$ cat src/olt_pkg.sv
// shared constants, codes and types for the ordered list table
package olt_pkg;

  localparam int CAPACITY = 16;
  localparam int IDX_W    = $clog2(CAPACITY);
  localparam int CNT_W    = $clog2(CAPACITY + 1);
  localparam int VAL_W    = 32;
  localparam int POS_W    = 4;
  localparam int OCNT_W   = 5;

  typedef logic [1:0] mode_t;
  localparam mode_t MODE_APPEND = 2'd0;
  localparam mode_t MODE_SEARCH = 2'd1;
  localparam mode_t MODE_REMOVE = 2'd2;

  typedef logic [1:0] status_t;
  localparam status_t ST_DONE = 2'd0;
  localparam status_t ST_MISS = 2'd1;
  localparam status_t ST_FULL = 2'd2;

  typedef enum logic [1:0] {
    S_IDLE,
    S_SCAN,
    S_SHIFT
  } olt_state_t;

endpackage

$ cat src/ordered_list_table.sv
// ordered list table: append, search and remove over a 16-entry value store
//
//   channel  direction  handshake            fields
//   in_      input      start & !busy        in_mode, in_value
//   out_     output     out_valid (1 cycle)  out_status, out_position, out_count
//
// append, or any op on an empty table or with an unused mode: result in the next cycle
// search: walks the entries in order through the single read port
// remove: the walk up to the match, then a shift of each entry from the match to the tail
//   down by one place
// reset clears the count and control; the store itself is not cleared
// busy stays high while a walk or shift runs; the receiver cannot stall results
module ordered_list_table (
  input  logic                         clk,
  input  logic                         rst_n,
  input  logic                         start,
  output logic                         busy,
  input  olt_pkg::mode_t               in_mode,
  input  logic signed [olt_pkg::VAL_W-1:0] in_value,
  output logic                         out_valid,
  output olt_pkg::status_t             out_status,
  output logic [olt_pkg::POS_W-1:0]    out_position,
  output logic [olt_pkg::OCNT_W-1:0]   out_count
);
  import olt_pkg::*;

  // value store, one write and one registered read port
  logic [VAL_W-1:0] mem [CAPACITY];
  logic [VAL_W-1:0] rdata_r;
  logic [IDX_W-1:0] raddr;
  logic             we;
  logic [IDX_W-1:0] waddr;
  logic [VAL_W-1:0] wdata;

  // control and working registers
  olt_state_t       state_r, state_nxt;
  logic [CNT_W-1:0] count_r, count_nxt;
  logic [IDX_W-1:0] ptr_r, ptr_nxt;
  logic [VAL_W-1:0] key_r, key_nxt;
  logic             rem_r, rem_nxt;
  logic             valid_r, valid_nxt;
  status_t          status_r, status_nxt;
  logic [IDX_W-1:0] pos_r, pos_nxt;

  logic             accept;
  logic             last_entry;
  logic             hit;

  assign accept     = start && (state_r == S_IDLE);
  assign last_entry = (CNT_W'(ptr_r) + CNT_W'(1)) == count_r;
  assign hit        = (rdata_r == key_r);

  // store access
  always_ff @(posedge clk) begin
    if (we) begin
      mem[waddr] <= wdata;
    end
    rdata_r <= mem[raddr];
  end

  // sequencer: next state, store control and result
  always_comb begin
    state_nxt  = state_r;
    count_nxt  = count_r;
    ptr_nxt    = ptr_r;
    key_nxt    = key_r;
    rem_nxt    = rem_r;
    pos_nxt    = pos_r;
    valid_nxt  = 1'b0;
    status_nxt = status_r;
    we         = 1'b0;
    waddr      = ptr_r;
    wdata      = rdata_r;
    raddr      = ptr_r + IDX_W'(1);
    unique case (state_r)
      S_IDLE: begin
        raddr = '0;
        if (accept) begin
          key_nxt = in_value;
          ptr_nxt = '0;
          rem_nxt = (in_mode == MODE_REMOVE);
          pos_nxt = '0;
          if (in_mode == MODE_APPEND) begin
            valid_nxt = 1'b1;
            if (count_r >= CNT_W'(CAPACITY)) begin
              status_nxt = ST_FULL;
            end else begin
              we         = 1'b1;
              waddr      = IDX_W'(count_r);
              wdata      = in_value;
              pos_nxt    = IDX_W'(count_r);
              count_nxt  = count_r + CNT_W'(1);
              status_nxt = ST_DONE;
            end
          end else if ((in_mode == MODE_SEARCH || in_mode == MODE_REMOVE) &&
                       count_r != '0) begin
            state_nxt = S_SCAN;
          end else begin
            valid_nxt  = 1'b1;
            status_nxt = ST_MISS;
          end
        end
      end
      S_SCAN: begin
        // rdata_r holds entry ptr_r; the read issued now fetches ptr_r + 1
        if (hit) begin
          pos_nxt = ptr_r;
          if (rem_r) begin
            state_nxt = S_SHIFT;
          end else begin
            state_nxt  = S_IDLE;
            valid_nxt  = 1'b1;
            status_nxt = ST_DONE;
          end
        end else if (last_entry) begin
          state_nxt  = S_IDLE;
          valid_nxt  = 1'b1;
          status_nxt = ST_MISS;
          pos_nxt    = '0;
        end else begin
          ptr_nxt = ptr_r + IDX_W'(1);
        end
      end
      S_SHIFT: begin
        // rdata_r holds entry ptr_r + 1; move it down and fetch the next
        raddr = ptr_r + IDX_W'(2);
        if (last_entry) begin
          state_nxt  = S_IDLE;
          valid_nxt  = 1'b1;
          status_nxt = ST_DONE;
          count_nxt  = count_r - CNT_W'(1);
        end else begin
          we      = 1'b1;
          ptr_nxt = ptr_r + IDX_W'(1);
        end
      end
      default: begin
        state_nxt = S_IDLE;
      end
    endcase
  end

  // control registers
  always_ff @(posedge clk) begin
    if (!rst_n) begin
      state_r <= S_IDLE;
      count_r <= '0;
      valid_r <= 1'b0;
    end else begin
      state_r <= state_nxt;
      count_r <= count_nxt;
      valid_r <= valid_nxt;
    end
  end

  // working and result payload
  always_ff @(posedge clk) begin
    ptr_r    <= ptr_nxt;
    key_r    <= key_nxt;
    rem_r    <= rem_nxt;
    pos_r    <= pos_nxt;
    status_r <= status_nxt;
  end

  assign busy         = (state_r != S_IDLE);
  assign out_valid    = valid_r;
  assign out_status   = status_r;
  assign out_position = POS_W'(pos_r);
  assign out_count    = OCNT_W'(count_r);

`ifndef SYNTHESIS
  // count never runs past the table size
  a_count_bound: assert property (@(posedge clk) disable iff (!rst_n)
    count_r <= CNT_W'(CAPACITY))
    else $error("entry count above capacity");

  // a result always leaves the sequencer free
  a_result_idle: assert property (@(posedge clk) disable iff (!rst_n)
    valid_r |-> state_r == S_IDLE)
    else $error("result shown while still busy");

  // table full only reported with a full table
  a_full_count: assert property (@(posedge clk) disable iff (!rst_n)
    (valid_r && status_r == ST_FULL) |-> count_r == CNT_W'(CAPACITY))
    else $error("full status with room left");

  // a removal lowers the count by one
  a_remove_dec: assert property (@(posedge clk) disable iff (!rst_n)
    (state_r == S_SHIFT && last_entry) |=> count_r == $past(count_r) - CNT_W'(1))
    else $error("count not decremented on removal");
`endif

endmodule

$ cat config.mk
export PLATFORM = sky130hd
export DESIGN_NAME = ordered_list_table
export DESIGN_NICKNAME = d
export VERILOG_FILES = /design/src/olt_pkg.sv /design/src/ordered_list_table.sv
export SDC_FILE = /design/constraint.sdc
export NUM_CORES = 1
export LEC_CHECK = 0
export BUFFER_PORTS_ARGS = -buffer_cell sky130_fd_sc_hd__buf_2
export CAP_MARGIN = 5
export CORE_UTILIZATION = 59
export DETAILED_ROUTE_END_ITERATION = 10
export PLACE_DENSITY = 0.76
export SYNTH_ARGS = -nofsm -noshare
export SYNTH_HDL_FRONTEND = slang
export SYNTH_SLANG_ARGS = --single-unit
$ cat constraint.sdc
create_clock -name clk -period 5.1 [get_ports clk]
set_clock_uncertainty 0.1 [all_clocks]
set_input_delay 1.02 -clock clk [delete_from_list [all_inputs] [get_ports clk]]
set_output_delay 1.02 -clock clk [all_outputs]
set_load 0.01 [all_outputs]
-- Yosys cells after proc, flatten, opt, wreduce, memory -nomap -nowiden
Memory sizes are Yosys's and may differ from the RTL's. A register that Yosys moved wholly into a read port is not among the register bits.
Index checks and enable logic that the tools add are counted.
- word-level logic and storage cells: 101
- bits of input ports: 37
- register bits after elaboration: 51
- output and inout port bits: 13
- memories kept: 1
- memory bits (writable): 512
- memories (memory ; words ; width ; read ports ; clocked after memory_dff ; write ports ; line ; source):
    mem ; 16 ; 32 ; 1 ; 1 ; 1 ; ordered_list_table.sv:28 ; logic [VAL_W-1:0] mem [CAPACITY];
- $add $sub $neg: 5
- muxes and demuxes: 54
- equal/unequal tests: 16
- magnitude comparators: 1
- reduce and logical (&&, ||, !) cells: 16
- operators with widths (kind ; count):
    $mux 32 ; 4
    $mux 4 ; 12
    $eq 32x32->1 ; 1
    $mux 2 ; 14
    $mux 5 ; 4
    $pmux 4 s2 ; 2
    $mux 1 ; 12
    $pmux 2 s3 ; 2
    $pmux 4 s3 ; 1
    $ne 2x2->1 const B ; 5
    $pmux 5 s2 ; 1
    $ne 3x3->1 const B ; 3
    $reduce_and 3->1 ; 3
    $reduce_and 6->1 ; 1
    $reduce_bool 2->1 ; 3
    $add 4x1->5 const B ; 1
    $add 5x1->5 const B ; 1
    $eq 5x5->1 ; 1
    $ge 5x5->1 const B ; 1
    $reduce_and 5->1 ; 1
    $reduce_bool 5->1 ; 1
    $sub 5x1->5 const B ; 1
    $add 4x1->4 const B ; 1
    $add 4x2->4 const B ; 1
    10 further kinds ; 15

-- Logic depth before layout (Yosys ltp)
- word-level depth: 7
- mapped depth: 11
- mapped depth without buffers: 10

-- Least setup slack after synthesis
Ideal clock, no wire load.
- path kind: input to register
- from: in in_mode[0]
- to: mem mem[0][0], enable pin
- library setup time: 0.421 ns
- slack: 0.920 ns
- data arrival time: 3.659 ns
- required time: 4.579 ns
- path buffers: 2
- stages on the path: 9
- path through: inv_1 ha_1 nand2b_1 or2_2 clkbuf_1 clkbuf_1 a21oi_1 nand2_1 nor2_1
- cells in the longest elaborated chain, start to end: 6
- elaborated cells between the ends (all ways): 9
- those cells by class: mux (8); reduce/logical (1)
- RTL lines (element ; line ; source):
    start: declaration ; ordered_list_table.sv:18 ; input olt_pkg::mode_t in_mode,
    $logic_not 2->1 * ; ordered_list_table.sv:83 ; if (in_mode == MODE_APPEND) begin
    $mux 1 ; ordered_list_table.sv:83 ;
    $mux 1 ; ordered_list_table.sv:78 ; if (accept) begin
    $pmux 1 s2 ; ordered_list_table.sv:75 ; unique case (state_r)
    $mux 1 ; ordered_list_table.sv:55 ; if (we) begin
    $mux 1 (not written as such) ; ordered_list_table.sv:56 ; mem[waddr] <= wdata;
    end: declaration ; ordered_list_table.sv:28 ;
Mark *: on every way between the ends. The rest lies on a longest branch, timed or not.

-- Worst setup path after layout
- from: reg ptr_r[0]
- to: mem mem[13][5], enable pin
- cells in the longest elaborated chain, start to end: 6
- elaborated cells between the ends (all ways): 10
- those cells by class: add/sub (1); eq/ne (1); mux (8)
- RTL lines (element ; line ; source):
    start: declaration ; ordered_list_table.sv:38 ; logic [IDX_W-1:0] ptr_r, ptr_nxt;
    start signal: assignment ; ordered_list_table.sv:158 ; ptr_r <= ptr_nxt;
    $add 4x1->5 ; ordered_list_table.sv:50 ; assign last_entry = (CNT_W'(ptr_r) + CNT_W'(1)) == count_r;
    $eq 5x5->1 ; ordered_list_table.sv:50 ;
    $mux 1 ; ordered_list_table.sv:127 ; if (last_entry) begin
    $pmux 1 s2 ; ordered_list_table.sv:75 ;
    $mux 1 ; ordered_list_table.sv:55 ;
    $mux 1 (not written as such) ; ordered_list_table.sv:56 ;
Several ways; a longest one is shown, not always the timed one.

==> insert_results.sql <==
INSERT INTO impl_metrics (metric_group, metric, value, unit) VALUES
('run_status', 'status', 'completed', ''),
('power', 'power.internal', '9.37', 'mW'),
('timing', 'finalMaxSlewViolations', '0', ''),
('layout', 'antenna_cells', '0', ''),
('power', 'total_switching_power', '4.41', 'mW'),
('setup_path', 'worstPathRequired', '5.31', 'ns'),
('floorplanning', 'row_count', '73', ''),
('floorplanning', 'initial_core_util', '60.3', '%'),
('clock_tree', 'clk_pin_slew_worst_paths', '0.06', 'ns'),
('grt', 'grt_pass1_wl', '93.3', 'mm'),
('timing', 'report.final.setup_viol', '0', ''),
('yosys', 'post_synth_instance_area', '24100', 'um2'),
('setup_path', 'path_max_fanout', '19', ''),
('yosys', 'yosys.area.top_type', 'sky130_fd_sc_hd__edfxtp_1', ''),
('yosys', 'synthArstFlopShare', '0', '%'),
('drt', 'initialDrtViolationCount', '1833', ''),
('timing', 'fin_crit_sh', '79.3', '%'),
('layout', 'drive_above_1_share', '12.0', '%'),
('drt', 'drt-vias-per-instance', '6.57', ''),
('drt', 'route.detailed.wl_per_inst', '26.5', 'um'),
('setup_path', 'timing_worst_setup_path_type', 'reg -> reg', ''),
('power', 'power.sequential.fraction', '46.7', '%'),
('timing', 'tightestPinTransition', '0.999', 'ns'),
('clock_tree', 'tritoncts', 'built', ''),
('yosys', 'sequential_fraction_of_the_synthesis_area', '72.4', '%'),
('place', 'portBuffers', '49', ''),
('floorplanning', 'fp.dieW', '204', 'um'),
('grt', 'grt_pass1_vias', '15200', ''),
('grt', 'globalRouteTotalUtil', '30.6', '%'),
('yosys', 'ys_dominant_reg_cell', 'sky130_fd_sc_hd__edfxtp_1', ''),
('yosys', 'postSynthRegisterBits', '595', ''),
('timing', 'slew_headroom', '33.1', '%'),
('floorplanning', 'placeableCoreArea', '40000', 'um2'),
('drt', 'post-route-drc-count', '0', ''),
('drt', 'route.final.wire_length', '62.5', 'mm'),
('drt', 'route.antenna.remaining_nets', '0', ''),
('floorplanning', 'num_io_pins', '50', ''),
('timing', 'grt_setup_unrepaired', 'no', ''),
('clock_tree', 'setup_repair_bufs_after_cts', '0', ''),
('yosys', 'post_synth_inst_count', '1760', ''),
('power', 'leakage', '9.29', 'nW'),
('timing', 'timing.fmax', '247', 'MHz'),
('power', 'power_share_of_the_combinational_group', '23.8', '%'),
('power', 'netSwitchingFraction', '32.0', '%'),
('clock_tree', 'cts_max_path_buffers', '3', ''),
('grt', 'grt_max_degree', '76', ''),
('drt', 'num_vias', '15500', ''),
('yosys', 'synth_top_cells_by_count', '555 x sky130_fd_sc_hd__edfxtp_1, 370 x sky130_fd_sc_hd__nand2_1, 153 x sky130_fd_sc_hd__a211oi_1', ''),
('power', 'power.density_cell_area', '512', 'nW/um2'),
('yosys', 'synth_enable_flop_cells', '555', ''),
('yosys', 'synthTopCellsByArea', 'sky130_fd_sc_hd__edfxtp_1 69%, sky130_fd_sc_hd__nand2_1 5.8%, sky130_fd_sc_hd__a211oi_1 4.8%', ''),
('clock_tree', 'cts_hold_buf', '0', ''),
('setup_path', 'critPathCaptureType', 'register', ''),
('yosys', 'synthDominantCellAreaShare', '69.1', '%'),
('clock_tree', 'cts_inserted_buffers', '58', ''),
('clock_tree', 'cts_resized', '0', ''),
('place', 'place_congestion', '0.859', ''),
('layout', 'num-nets-final', '1839', ''),
('clock_tree', 'worst_skew_pair.late_latency', '0.62', 'ns'),
('floorplanning', 'die_area', '41700', 'um2'),
('yosys', 'yosys.cell_count.top_type', 'sky130_fd_sc_hd__edfxtp_1', ''),
('place', 'post-dp-hpwl', '37.8', 'mm'),
('setup_path', 'crit_arrival', '4.25', 'ns'),
('floorplanning', 'die_height', '204', 'um'),
('setup_path', 'startpoint_type', 'register', ''),
('clock_tree', 'cts_num_sinks', '595', ''),
('drt', 'tritonroute_pass_1_iters', '7', ''),
('timing', 'setup-tns-final', '0', 'ns'),
('grt', 'overflow', '0', ''),
('timing', 'fin_crit', '4.05', 'ns'),
('min_path', 'min-delay-path-class', 'reg -> reg', ''),
('clock_tree', 'clock-root-buffer', 'sky130_fd_sc_hd__clkbuf_16', ''),
('yosys', 'synth_cell_types', '55', ''),
('yosys', 'synth.yosys.warnings', '0', ''),
('power', 'clock_power_share', '29.4', '%'),
('grt', 'grt_antenna_before_repair', '0', ''),
('job', 'cap_violations', '0', ''),
('yosys', 'synth.avg_cell_area', '13.7', 'um2'),
('layout', 'areaGrowthSynthToFinish', '11.6', '%'),
('yosys', 'syn_nets', '1809', ''),
('power', 'ir_drop', '0.000378', 'V'),
('timing', 'timing.final.hold_violations', '0', ''),
('timing', 'holdWs', '0.400', 'ns'),
('clock_tree', 'cts.htree.levels', '2', '');
## sequential cells by signal, summed over array words and instances, names as in the netlist
register / flops
out_position: 4
state_r: 2
out_valid: 1
rem_r: 1
out_count: 5
out_status: 2
rdata_r: 32
mem: 512
key_r: 32
ptr_r: 4
## cell type report
type / instances / area (um2)
well taps: 525 / 657
flip-flops and latches: 595 / 17500
repair buffers: 102 / 818
fillers: 2712 / 13100
multi-input cells: 1016 / 6120
clock inverters: 25 / 198
clock buffers: 82 / 1600
inverters: 17 / 63.8
## power by group through the flow
stage | registers (mW) | clock network (mW) | logic (mW)
2_1_floorplan | 6.45 | 0 | 1.98
4_1_cts | 6.43 | 4.10 | 3.22
3_5_place_dp | 6.53 | 0 | 3.20
3_3_place_gp | 6.52 | 0 | 3.11
5_1_grt | 6.46 | 4.29 | 3.48
6_report | 6.44 | 4.06 | 3.28
## kinds of logic (layout without fill, tap and decap cells)
group | after synthesis | in the layout | share of synthesized area, %
DFF | 595 | 595 | 72.4
buffers and inverters | 149 | 226 | 2.96
and+or+nand+nor | 561 | 561 | 10.4
AOI/OAI and AO/OA | 397 | 397 | 11.9
xor gates and xnor gates | 43 | 43 | 1.56
adders and majority gates | 12 | 12 | 0.654
muxes | 3 | 3 | 0.125
## worst paths after layout
check / start / to / depth (start not counted) / slack (ns)
max reg2reg: ptr_r[0] / mem[13][5] / 8 / 1.05
min: state_r[1] / state_r[1] / 2 / 0.40
min reg2reg: state_r[1] / state_r[1] / 2 / 0.40
max: ptr_r[0] / mem[13][5] / 8 / 1.05
## layer usage
metal,GRT usage (%),vias up,routed length [um]
met1,40.2,7711,23000
met3,5.76,152,6260
met2,48.6,842,29900
met5,0,-,0
met4,16.8,0,3310
li1,-,6807,-
## worst max-delay path, stage by stage (launching register included)
cell	delay [ns]
sky130_fd_sc_hd__edfxtp_1	0.61
sky130_fd_sc_hd__ha_1	0.38
sky130_fd_sc_hd__xor2_1	0.21
sky130_fd_sc_hd__o221a_2	0.30
sky130_fd_sc_hd__o2111ai_2	0.58
sky130_fd_sc_hd__a41o_1	0.30
sky130_fd_sc_hd__nand2_1	0.26
sky130_fd_sc_hd__nor2_4	0.67
sky130_fd_sc_hd__buf_4	0.32
## per-stage QoR
step	area, um2	power [mW]	worst slack (ns)	std cells	util (%)
5_1_grt	26900	14.2	0.892	2362	67.3
2_1_floorplan	24100	8.44	0.920	1760	-
3_3_place_gp	25100	9.63	1.06	2255	62.8
4_1_cts	26900	13.8	1.11	2362	67.3
3_5_place_dp	25100	9.73	0.999	2255	62.8
6_report	26900	13.8	1.05	2362	67.3
## placed cells by master (no fill, tap or decap), types with 3 or more instances in the layout
cell                        count
sky130_fd_sc_hd__nor2_1        13
sky130_fd_sc_hd__dfxtp_1       40
sky130_fd_sc_hd__clkbuf_16     58
sky130_fd_sc_hd__nand3_1        3
sky130_fd_sc_hd__nor2_4        17
sky130_fd_sc_hd__clkinv_1       8
sky130_fd_sc_hd__a21oi_1       72
sky130_fd_sc_hd__xor2_1        35
sky130_fd_sc_hd__nor2b_1        3
sky130_fd_sc_hd__a31oi_1       67
sky130_fd_sc_hd__o21ai_0        6
sky130_fd_sc_hd__a211oi_2       7
sky130_fd_sc_hd__and3_1       130
sky130_fd_sc_hd__buf_12        14
sky130_fd_sc_hd__buf_2         49
sky130_fd_sc_hd__clkbuf_8       6
sky130_fd_sc_hd__nand2b_1       3
sky130_fd_sc_hd__buf_4         39
sky130_fd_sc_hd__a211oi_1     153
sky130_fd_sc_hd__edfxtp_1     555
sky130_fd_sc_hd__a311oi_1      64
sky130_fd_sc_hd__a22o_1         4
sky130_fd_sc_hd__a21o_1         3
sky130_fd_sc_hd__ha_1          11
sky130_fd_sc_hd__clkinv_2      11
sky130_fd_sc_hd__nand2_1      369
sky130_fd_sc_hd__nor4_1         8
sky130_fd_sc_hd__xnor2_1        8
sky130_fd_sc_hd__inv_1         16
sky130_fd_sc_hd__clkbuf_1      18
sky130_fd_sc_hd__mux2i_1        3
sky130_fd_sc_hd__and2_1         3
(Power assumes the default switching activity.)
